===== src/hw/rtl/arpf_pkg.sv =====
// Package for the ARP reply spoof filter: transaction structs, request codes,
// frame byte offsets and protocol constants. No dependencies.
package arpf_pkg;

    // Default depth of the trusted binding table
    localparam int unsigned TABLE_ENTRIES_DEF = 16;

    // Request codes carried in req_type
    localparam logic REQ_FRAME_BYTE  = 1'b0;
    localparam logic REQ_TABLE_WRITE = 1'b1;

    // Protocol constants
    localparam logic [15:0] ETHERTYPE_ARP    = 16'h0806;
    localparam logic [15:0] ARP_OPCODE_REPLY = 16'h0002;

    // Byte offsets within the frame (bytes counted from zero)
    localparam logic [5:0] POS_ETYPE_HI    = 6'd12;
    localparam logic [5:0] POS_ETYPE_LO    = 6'd13;
    localparam logic [5:0] POS_OPCODE_HI   = 6'd20;
    localparam logic [5:0] POS_OPCODE_LO   = 6'd21;
    localparam logic [5:0] POS_SMAC_FIRST  = 6'd22;
    localparam logic [5:0] POS_SMAC_LAST   = 6'd27;
    localparam logic [5:0] POS_SIP_FIRST   = 6'd28;
    localparam logic [5:0] POS_SIP_LAST    = 6'd31;
    localparam logic [5:0] MIN_FRAME_BYTES = 6'd42;

    // Input transaction
    typedef struct packed {
        logic        req_type;
        logic [7:0]  frame_byte;
        logic        frame_end;
        logic [3:0]  entry_index;
        logic        entry_valid;
        logic [31:0] entry_ip;
        logic [47:0] entry_mac;
    } t_in_item;

    // Result transaction
    typedef struct packed {
        logic        verdict;
        logic [63:0] drop_total;
    } t_out_item;

    // Table write request from the top level to the binding table
    typedef struct packed {
        logic        en;
        logic [3:0]  index;
        logic        valid;
        logic [31:0] ip;
        logic [47:0] mac;
    } t_tbl_wr;

endpackage


===== src/hw/rtl/arpf_table.sv =====
// Trusted IP/MAC binding table with a parallel lookup port.
// Depends on arpf_pkg.
module arpf_table import arpf_pkg::*; #(
    parameter int unsigned Entries = TABLE_ENTRIES_DEF
) (
    input  logic               i_clk,
    input  logic               i_rst_n,
    input  t_tbl_wr            i_wr,
    input  logic [31:0]        i_look_ip,
    input  logic [47:0]        i_look_mac,
    output logic [Entries-1:0] o_hit,
    output logic [Entries-1:0] o_mis
);

    logic [Entries-1:0] r_valid;
    logic [31:0]        r_ip  [Entries];
    logic [47:0]        r_mac [Entries];

    for (genvar g = 0; g < Entries; g++) begin : g_entry
        localparam logic [8:0] SlotIdx = 9'(g);
        logic sel;

        assign sel = i_wr.en && ({5'b0, i_wr.index} == SlotIdx);

        // Enable or remove the slot
        always_ff @(posedge i_clk) begin
            if (!i_rst_n) begin
                r_valid[g] <= 1'b0;
            end else if (sel) begin
                r_valid[g] <= i_wr.valid;
            end
        end

        // Store the binding
        always_ff @(posedge i_clk) begin
            if (sel) begin
                r_ip[g]  <= i_wr.ip;
                r_mac[g] <= i_wr.mac;
            end
        end

        // Compare against the captured sender fields
        assign o_hit[g] = r_valid[g] && (r_ip[g] == i_look_ip);
        assign o_mis[g] = (r_mac[g] != i_look_mac);
    end

endmodule


===== src/hw/rtl/arp_reply_spoof_filter_top.sv =====
// ARP reply spoof filter top level: byte parser, verdict pipeline, output skid.
// Depends on arpf_pkg and arpf_table.
//
// Usage: the input channel (i_valid, o_stall, i_item) carries one transaction
// per cycle, either one frame byte with its end-of-frame mark or one write to
// the trusted IP/MAC table. The output channel (o_valid, i_stall, o_item)
// carries one verdict per frame, at its last byte, with the running count of
// dropped frames. Table writes and bytes without the end mark give nothing.
// Throughput: one transaction per cycle, sustained, as long as results are
// taken. A verdict reaches o_item through the input register, the parse and
// table compare register, the lowest match select register and the counter
// update into the output register, in that order, once its last byte is accepted.
// Stall: a waiting result sits in the output register and the pipeline keeps
// running; a second result goes into a one-entry skid register, and only
// while the skid is full is o_stall high and the whole pipeline frozen.
// Reset (i_rst_n low at a clock edge): frame state, drop count and table
// valid marks clear; the pipeline, output and skid empty; o_stall falls.
module arp_reply_spoof_filter_top import arpf_pkg::*; #(
    parameter int unsigned TABLE_ENTRIES = TABLE_ENTRIES_DEF
) (
    input  logic      i_clk,
    input  logic      i_rst_n,
    input  logic      i_valid,
    output logic      o_stall,
    input  t_in_item  i_item,
    output logic      o_valid,
    input  logic      i_stall,
    output t_out_item o_item
);

    logic en;
    logic accept;

    // Input register
    logic     r_a_vld;
    t_in_item r_a;

    // Per-frame parse state
    logic [5:0]  r_pos,  n_pos;
    logic        r_arp,  n_arp;
    logic        r_rply, n_rply;
    logic [7:0]  r_hdr,  n_hdr;
    logic [47:0] r_smac, n_smac;
    logic [31:0] r_sip,  n_sip;

    // Compare and select stages
    logic                     r_c_vld;
    logic                     r_c_ok;
    logic [TABLE_ENTRIES-1:0] r_c_hit;
    logic [TABLE_ENTRIES-1:0] r_c_mis;
    logic                     r_d_vld;
    logic                     r_d_drop;

    // Counter, output and skid
    logic [63:0] r_cnt;
    logic        r_out_vld;
    t_out_item   r_out;
    logic        r_skid_vld;
    t_out_item   r_skid;

    logic                     b_byte;
    logic                     b_end;
    logic                     frame_ok;
    t_tbl_wr                  tbl_wr;
    logic [TABLE_ENTRIES-1:0] hit;
    logic [TABLE_ENTRIES-1:0] mis;
    logic [TABLE_ENTRIES-1:0] first_hit;
    logic                     drop;
    logic                     produce;
    logic                     take;
    t_out_item                res;

    // Advance the pipeline unless the skid holds a result
    assign en      = !r_skid_vld;
    assign o_stall = r_skid_vld;
    assign accept  = i_valid && en;

    // Capture the input transaction
    always_ff @(posedge i_clk) begin
        if (!i_rst_n) begin
            r_a_vld <= 1'b0;
        end else if (en) begin
            r_a_vld <= accept;
        end
    end

    always_ff @(posedge i_clk) begin
        if (accept) begin
            r_a <= i_item;
        end
    end

    assign b_byte = en && r_a_vld && (r_a.req_type == REQ_FRAME_BYTE);
    assign b_end  = b_byte && r_a.frame_end;

    // Route table writes
    always_comb begin
        tbl_wr.en    = en && r_a_vld && (r_a.req_type == REQ_TABLE_WRITE);
        tbl_wr.index = r_a.entry_index;
        tbl_wr.valid = r_a.entry_valid;
        tbl_wr.ip    = r_a.entry_ip;
        tbl_wr.mac   = r_a.entry_mac;
    end

    arpf_table #(
        .Entries    (TABLE_ENTRIES)
    ) u_table (
        .i_clk      (i_clk),
        .i_rst_n    (i_rst_n),
        .i_wr       (tbl_wr),
        .i_look_ip  (r_sip),
        .i_look_mac (r_smac),
        .o_hit      (hit),
        .o_mis      (mis)
    );

    // Parse one frame byte; clear the frame state at its end
    always_comb begin
        n_pos  = r_pos;
        n_arp  = r_arp;
        n_rply = r_rply;
        n_hdr  = r_hdr;
        n_smac = r_smac;
        n_sip  = r_sip;
        if (b_byte) begin
            if (r_pos < MIN_FRAME_BYTES) begin
                if (r_pos == POS_ETYPE_HI || r_pos == POS_OPCODE_HI) begin
                    n_hdr = r_a.frame_byte;
                end else if (r_pos == POS_ETYPE_LO) begin
                    n_arp = ({r_hdr, r_a.frame_byte} == ETHERTYPE_ARP);
                end else if (r_pos == POS_OPCODE_LO) begin
                    n_rply = ({r_hdr, r_a.frame_byte} == ARP_OPCODE_REPLY);
                end else if (r_pos >= POS_SMAC_FIRST && r_pos <= POS_SMAC_LAST) begin
                    n_smac = {r_smac[39:0], r_a.frame_byte};
                end else if (r_pos >= POS_SIP_FIRST && r_pos <= POS_SIP_LAST) begin
                    n_sip = {r_sip[23:0], r_a.frame_byte};
                end
                n_pos = r_pos + 6'd1;
            end
            if (r_a.frame_end) begin
                n_pos  = '0;
                n_arp  = 1'b0;
                n_rply = 1'b0;
                n_hdr  = '0;
                n_smac = '0;
                n_sip  = '0;
            end
        end
    end

    always_ff @(posedge i_clk) begin
        if (!i_rst_n) begin
            r_pos  <= '0;
            r_arp  <= 1'b0;
            r_rply <= 1'b0;
            r_hdr  <= '0;
            r_smac <= '0;
            r_sip  <= '0;
        end else begin
            r_pos  <= n_pos;
            r_arp  <= n_arp;
            r_rply <= n_rply;
            r_hdr  <= n_hdr;
            r_smac <= n_smac;
            r_sip  <= n_sip;
        end
    end

    // The last byte reaches the minimum length only from the 42nd position on;
    // bytes from there on never touch the captured fields
    assign frame_ok = (r_pos >= (MIN_FRAME_BYTES - 6'd1)) && r_arp && r_rply;

    // Register the compare vectors at frame end
    always_ff @(posedge i_clk) begin
        if (!i_rst_n) begin
            r_c_vld <= 1'b0;
        end else if (en) begin
            r_c_vld <= b_end;
        end
    end

    always_ff @(posedge i_clk) begin
        if (b_end) begin
            r_c_ok  <= frame_ok;
            r_c_hit <= hit;
            r_c_mis <= mis;
        end
    end

    // Pick the lowest matching entry and decide
    assign first_hit = r_c_hit & (-r_c_hit);
    assign drop      = r_c_ok && |(first_hit & r_c_mis);

    always_ff @(posedge i_clk) begin
        if (!i_rst_n) begin
            r_d_vld <= 1'b0;
        end else if (en) begin
            r_d_vld <= r_c_vld;
        end
    end

    always_ff @(posedge i_clk) begin
        if (en && r_c_vld) begin
            r_d_drop <= drop;
        end
    end

    // Count drops and form the result
    assign produce        = en && r_d_vld;
    assign res.verdict    = r_d_drop;
    assign res.drop_total = r_cnt + 64'(r_d_drop);

    always_ff @(posedge i_clk) begin
        if (!i_rst_n) begin
            r_cnt <= '0;
        end else if (produce) begin
            r_cnt <= res.drop_total;
        end
    end

    // Hold results in the output register, spill to the skid when stalled
    assign take = r_out_vld && !i_stall;

    always_ff @(posedge i_clk) begin
        if (!i_rst_n) begin
            r_out_vld  <= 1'b0;
            r_skid_vld <= 1'b0;
        end else if (r_skid_vld) begin
            if (take) begin
                r_skid_vld <= 1'b0;
            end
        end else if (produce) begin
            if (r_out_vld && !take) begin
                r_skid_vld <= 1'b1;
            end else begin
                r_out_vld <= 1'b1;
            end
        end else if (take) begin
            r_out_vld <= 1'b0;
        end
    end

    always_ff @(posedge i_clk) begin
        if (r_skid_vld) begin
            if (take) begin
                r_out <= r_skid;
            end
        end else if (produce) begin
            if (r_out_vld && !take) begin
                r_skid <= res;
            end else begin
                r_out <= res;
            end
        end
    end

    assign o_valid = r_out_vld;
    assign o_item  = r_out;

endmodule


===== config.mk =====
export PLATFORM = sky130hd
export DESIGN_NAME = arp_reply_spoof_filter_top
export DESIGN_NICKNAME = d
export VERILOG_FILES = /design/src/hw/rtl/arpf_pkg.sv /design/src/hw/rtl/arpf_table.sv /design/src/hw/rtl/arp_reply_spoof_filter_top.sv
export SDC_FILE = /design/constraint.sdc
export NUM_CORES = 2
export LEC_CHECK = 0
export BUFFER_PORTS_ARGS = -buffer_cell sky130_fd_sc_hd__buf_2
export CAP_MARGIN = 20
export CORE_ASPECT_RATIO = 1.75
export CORE_UTILIZATION = 62
export DETAILED_ROUTE_END_ITERATION = 8
export PLACE_DENSITY = 0.78
export SETUP_SLACK_MARGIN = 0.2
export SKIP_CTS_REPAIR_TIMING = 1
export SYNTH_ARGS = -nofsm -noshare
export SYNTH_HDL_FRONTEND = slang
export SYNTH_SLANG_ARGS = --single-unit

===== constraint.sdc =====
create_clock -name i_clk -period 8.39 [get_ports i_clk]
set_input_delay 1.2585 -clock i_clk [delete_from_list [all_inputs] [get_ports i_clk]]
set_output_delay 1.2585 -clock i_clk [all_outputs]
set_load 0.02 [all_outputs]

; ---- Yosys cells after proc, flatten, opt, wreduce, memory -nomap -nowiden
; Memories as Yosys holds them, arrays and structs flattened.
; Cells that the tools add are included.
[word_totals]
reg_bits = 440
ram_bits = 1280
inputBits = 99
out_inout_bits = 67
wordCells = 377
n_memories = 2
[classes]
add_sub_neg = 3
magnitude_cmp = 6
n_eq_ne = 60
mux = 160
n_bitwise = 4
n_reduce_logical = 99
[mem_list]
columns = name, words, word_bits, rd, rd_clocked_by_memory_dff, write_ports, line
row1 = u_table.r_mac, 16, 48, 16, 0, 1, arpf_table.sv:17  ; logic [47:0] r_mac [Entries];
row2 = u_table.r_ip, 16, 32, 16, 0, 1, arpf_table.sv:16  ; logic [31:0] r_ip [Entries];
[ops]
columns = operator, count
row1 = $mux 48, 21
row2 = $ne 48x48->1, 16
row3 = $reduce_or 48->1, 15
row4 = $mux 32, 22
row5 = $eq 32x32->1, 16
row6 = $reduce_or 32->1, 15
row7 = $mux 65, 4
row8 = $mux 4, 30
row9 = $mux 1, 78
row10 = $add 64x1->64, 1
row11 = $logic_and 1x1->1, 46
row12 = $and 16x16->16, 2
row13 = $eq 4x4->1 const B, 8
row14 = $mux 8, 3
row15 = $eq 16x12->1 const B, 1
row16 = $eq 16x2->1 const B, 1
row17 = $eq 4x3->1 const B, 4
row18 = $neg 16->16, 1
row19 = $reduce_bool 2->1, 8
row20 = $reduce_or 16->1, 1
row21 = $eq 6x4->1 const B, 2
row22 = $eq 6x5->1 const B, 2
row23 = $ge 6x5->1 const B, 2
row24 = $le 6x5->1 const B, 2
row25 = other kinds (18), 31

; ---- Depth between registers and ports, before layout
[depth]
ltp_word = 22
mapped_depth = 10
depth_no_buf = 7

; ---- By module
; A second synthesis with hierarchy kept.
[hier_totals]
cells_unflattened = 4681
hier_area_um2 = 70757.9
[modules_own_cells]
columns = module, instances, cells_each, area_per_inst_um2, seq_area_each_um2
row1 = arpf_table, 1, 3258, 53830.4, 38757.2
row2 = arp_reply_spoof_filter_top, 1, 1423, 16927.5, 11080.6

; ---- Worst setup path after synthesis
; No wires, ideal clock.
[synth_timing]
kind = reg-to-reg
startpoint = reg r_skid_vld, in the netlist o_stall
endpoint = reg u_table.r_valid[2]
setup_ns = 0.128
arrival_time_ns = 7.295
t_required_ns = 8.262
setup_slack_ns = 0.967
path_stages_with_launch = 7
n_path_buf = 1
synth_period_minus_slack_ns = 7.423
path_cell_list = dfxtp_1 nand3b_1 or3b_2 clkbuf_1 nor3_1 mux2i_1 nor2_1
[synth_between]
elab_chain_len = 4
[synth_rtl]
columns = element, line
row1 = start: declaration, arp_reply_spoof_filter_top.sv:58  ; logic r_skid_vld;
row2 = start signal: assignment, arp_reply_spoof_filter_top.sv:227  ; r_skid_vld <= 1'b0;
row3 = start signal: assignment, arp_reply_spoof_filter_top.sv:230  ; r_skid_vld <= 1'b0;
row4 = start signal: assignment, arp_reply_spoof_filter_top.sv:234  ; r_skid_vld <= 1'b1;
row5 = $logic_not 1->1, arp_reply_spoof_filter_top.sv:74  ; assign en = !r_skid_vld;
row6 = $logic_and 1x1->1 (2 in a row), arp_reply_spoof_filter_top.sv:98  ; tbl_wr.en = en && r_a_vld && (r_a.req_type == REQ_TABLE_WRITE);
row7 = $logic_and 1x1->1, arpf_table.sv:23  ; assign sel = i_wr.en && ({5'b0, i_wr.index} == SlotIdx);
row8 = named net u_table.g_entry[2].sel, arpf_table.sv:21  ; logic sel;
row9 = end signal: indexed assignment, arpf_table.sv:30  ; r_valid[g] <= i_wr.valid;
row10 = end: declaration, arpf_table.sv:15  ; logic [Entries-1:0] r_valid;
; The timed path passes the listed nets, and every way through them passes these cells.
; A chain may end at the register's enable or synchronous reset.

; ---- Worst setup path in the final report
[layout_timing]
startpoint = reg r_skid_vld, in the netlist o_stall
endpoint = mem u_table.r_mac[4][21], enable pin
[layout_between]
word_cells_on_any_way = 96
cone_classes = 62 x mux / 34 x reduce/logical
[layout_rtl]
columns = element, line
row1 = $logic_not 1->1 *, arp_reply_spoof_filter_top.sv:74
row2 = $logic_and 1x1->1 * (2 in a row), arp_reply_spoof_filter_top.sv:98
row3 = $logic_and 1x1->1 *, arpf_table.sv:23
row4 = named net u_table.g_entry[4].sel, arpf_table.sv:21
row5 = $mux 1 *, arpf_table.sv:36  ; if (sel) begin
row6 = $mux 1 (implied by the code) *, arpf_table.sv:38  ; r_mac[g] <= i_wr.mac;
row7 = $reduce_or 48->1 (no source line), -
row8 = $mux 4 (no source line) / $mux 1 (equally long branches) (12 in a row), -
row9 = end: declaration, arpf_table.sv:17
; The timed path passes the listed nets; every way through them passes the cells marked *.

==> run summary <==
status - complete, no violations
DR vias/cell - 6.578
worst hold start - r_smac[6]
critical path class - flop to flop
EDFF count, synth - 1539
worst setup path start - o_stall
Place WS - 5039 ps
CP endpoint kind - flop
routed length on met1 - 68560 µm
worst hold path class - flop to flop
number of global-route vias before repair - 41870
drt total wl - 215900 µm
Post-Syn Area - 71000 µm²
CTS sink cnt - 1720
asr flop ratio synth - 0
Synth Warn # - 0
pwr/cell area - 209.9 nW/µm²
crit-path max FO - 49
Slew HR - 0.1272
Post-Synthesis Cells - 4685
Die X-Extent - 257.8 µm
fin crit share - 0.4083
RSZ-0062 raised after global routing - false
Die Y - 449.7 µm
ANT nets after route - 0
Initial Utilization - 0.6273
FILL cells - 7332
Final nets - 5003
Detail Placement HPWL - 130800 µm
Max clock buf depth - 3
total leakage power - 0.02362 µW
Startpoint Class - flop
met3 WL post-DR - 22510 µm
Seq. cell area - 49900 µm²
Final WS setup - 4964 ps
CTS tree - done
DR WL/cell - 33.17 µm
Sum Neg Setup Slack - 0 ps
Setup Skew - 42.40 ps
Area growth, synth to finish - 11.68%
overall via count from detail_route - 42830
clk slew on worst S/H paths - 60 ps
final setup violation count - 0
DRT Pass-1 Iters - 6
post-synthesis register bit count - 1720
drc violations - 0
dominant synthesized flop cell - edfxtp_1
Max Clk Rate - 291.9 MHz
top cell type's share of synthesized area - 0.6509
register area share after synthesis - 0.7019
arrival time at the worst endpoint - 3860 ps
first-pass GRT wire length - 299800 µm
Area contributors post-synth - edfxtp_1 65%, xnor2_1 16%, dfxtp_1 5.1%
number of max-cap violations - 0
row count - 163
synthesized net count - 4789
I/O Pins - 166
TritonCTS Buffers - 148
Core Footprint - 113200 µm²
worst r2r src - o_stall
# H-tree levels - 4
top-count cell post-synth - edfxtp_1
Global Route Usage Sum - 0.3739
Cell variety after synth - 61
RePlAce Congestion - 0.9055
root buffer cell - clkbuf_16
Port Buf Inserts - 165
min Tclk post-route - 3426 ps
Starting DRT DRC Count - 5752
initial antenna violation count - 5
top routing layer in use - met5
largest net degree at the start of global routing - 87
Worst IR Drop VDD - 266.5 µV
Required @ worst endpoint - 8820 ps
fin. max-slew vios - 0
worst slew pin tran - 1297 ps
Final Hold Fails - 0
Worst-Skew Late Latency - 810 ps
total grt overflow - 0
dominant cell type by area after synthesis - edfxtp_1
Mean Syn Cell Area - 15.16 µm²
Die ar. - 115900 µm²
multi-input combinational cell area - 20270 µm²
Met2 Routed Length - 104400 µm
share of layout cells above drive strength 1 - 0.1382
Commonest cells post-synth - 1539 x edfxtp_1, 1258 x xnor2_1, 351 x nand4_1
[worst max-delay path, cell delays in order, from the launching register on]
cell	delay (ps)
dfxtp_1	300
buf_4	230
nand3b_1	260
or3_1	530
nor2_4	930
buf_4	720
[layout make-up]
| class | count | area share |
|---|---|---|
| diodes | 6 | 0.0001894 |
| clock buffers | 208 | 0.05332 |
| well taps | 1485 | 0.02343 |
| clock inverters | 63 | 0.006722 |
| repair buffers | 325 | 0.03049 |
| multi-input cells | 2685 | 0.2556 |
| inverters | 19 | 0.0009468 |
| flip-flops and latches | 1720 | 0.6293 |
[logic make-up after synthesis]
logic type               after synthesis  synth area share
AO/OA/AOI/OAI                        203           0.01664
flip-flops                          1720            0.7019
adder cells (fa/ha/maj)                5         0.0008811
buffers and inverters                280           0.01517
AND/OR/NAND/NOR                     1009           0.08145
multiplexers                         113           0.01679
XOR/XNOR                            1355            0.1671
[path summary, 6_finish.rpt]
| path | cells past startpoint | slack, ps | endpoint |
|---|---|---|---|
| worst max-delay path | 5 | 4960 | u_table.r_mac[4][21] |
| worst min-delay path | 2 | 460 | r_smac[6] |
| worst max register to register | 5 | 4960 | u_table.r_mac[4][21] |
| worst min register to register | 2 | 460 | r_smac[6] |
[where the power goes]
| part | internal, µW | switching, µW |
|---|---|---|
| clock network | 3720 | 3090 |
| registers | 9370 | 122 |
| logic | 92.3 | 252 |
| total | 13200 | 3460 |
[registers in the layout, indices dropped and copies added (netlist names), 6 cells and up]
name	count
u_table.r_mac	768
u_table.r_ip	512
r_a	95
o_item	65
r_skid	65
r_cnt	64
r_smac	48
r_sip	32
r_c_hit	16
r_c_mis	16
u_table.r_valid	16
r_hdr	8
r_pos	6
[per-layer routing]
layer,up-vias,global-route usage
met3,903,0.07257
met2,3121,0.6162
li1,17570,-
met1,21230,0.4265
met5,-,0
met4,4,0.2948
[cell usage in the layout, fill, tap and decap left out, drive strengths merged, types with 4 or more instances in the layout]
| cell | instances |
|---|---|
| a21oi | 87 |
| a31o | 9 |
| a31oi | 17 |
| and2 | 9 |
| and3 | 7 |
| and4 | 6 |
| buf | 325 |
| bufinv | 6 |
| clkbuf | 208 |
| clkinv | 50 |
| clkinvlp | 4 |
| dfxtp | 181 |
| diode | 6 |
| edfxtp | 1539 |
| ha | 5 |
| inv | 22 |
| mux2 | 49 |
| mux2i | 64 |
| nand2 | 172 |
| nand2b | 8 |
| nand3 | 68 |
| nand3b | 76 |
| nand4 | 355 |
| nand4b | 4 |
| nor2 | 97 |
| nor2b | 9 |
| nor3 | 18 |
| nor4 | 114 |
| o211ai | 8 |
| o21ai | 52 |
| o31ai | 13 |
| or3 | 39 |
| or4 | 20 |
| xnor2 | 1258 |
| xor2 | 97 |
[stage by stage]
step	cells	hold WS (ps)	utilization	total power, µW	instance area (µm²)
3_3_place_gp	6214	438.7	0.6537	9972	73990
5_1_grt	6505	476.2	0.7004	16970	79280
6_report	6511	456.9	0.7005	16640	79290
3_5_place_dp	6229	449.1	0.6572	10000	74390
2_1_floorplan	4685	429.2	-	9724	71000
4_1_cts	6500	459.6	0.6993	16640	79150
Power figures use the tool's default switching activity.
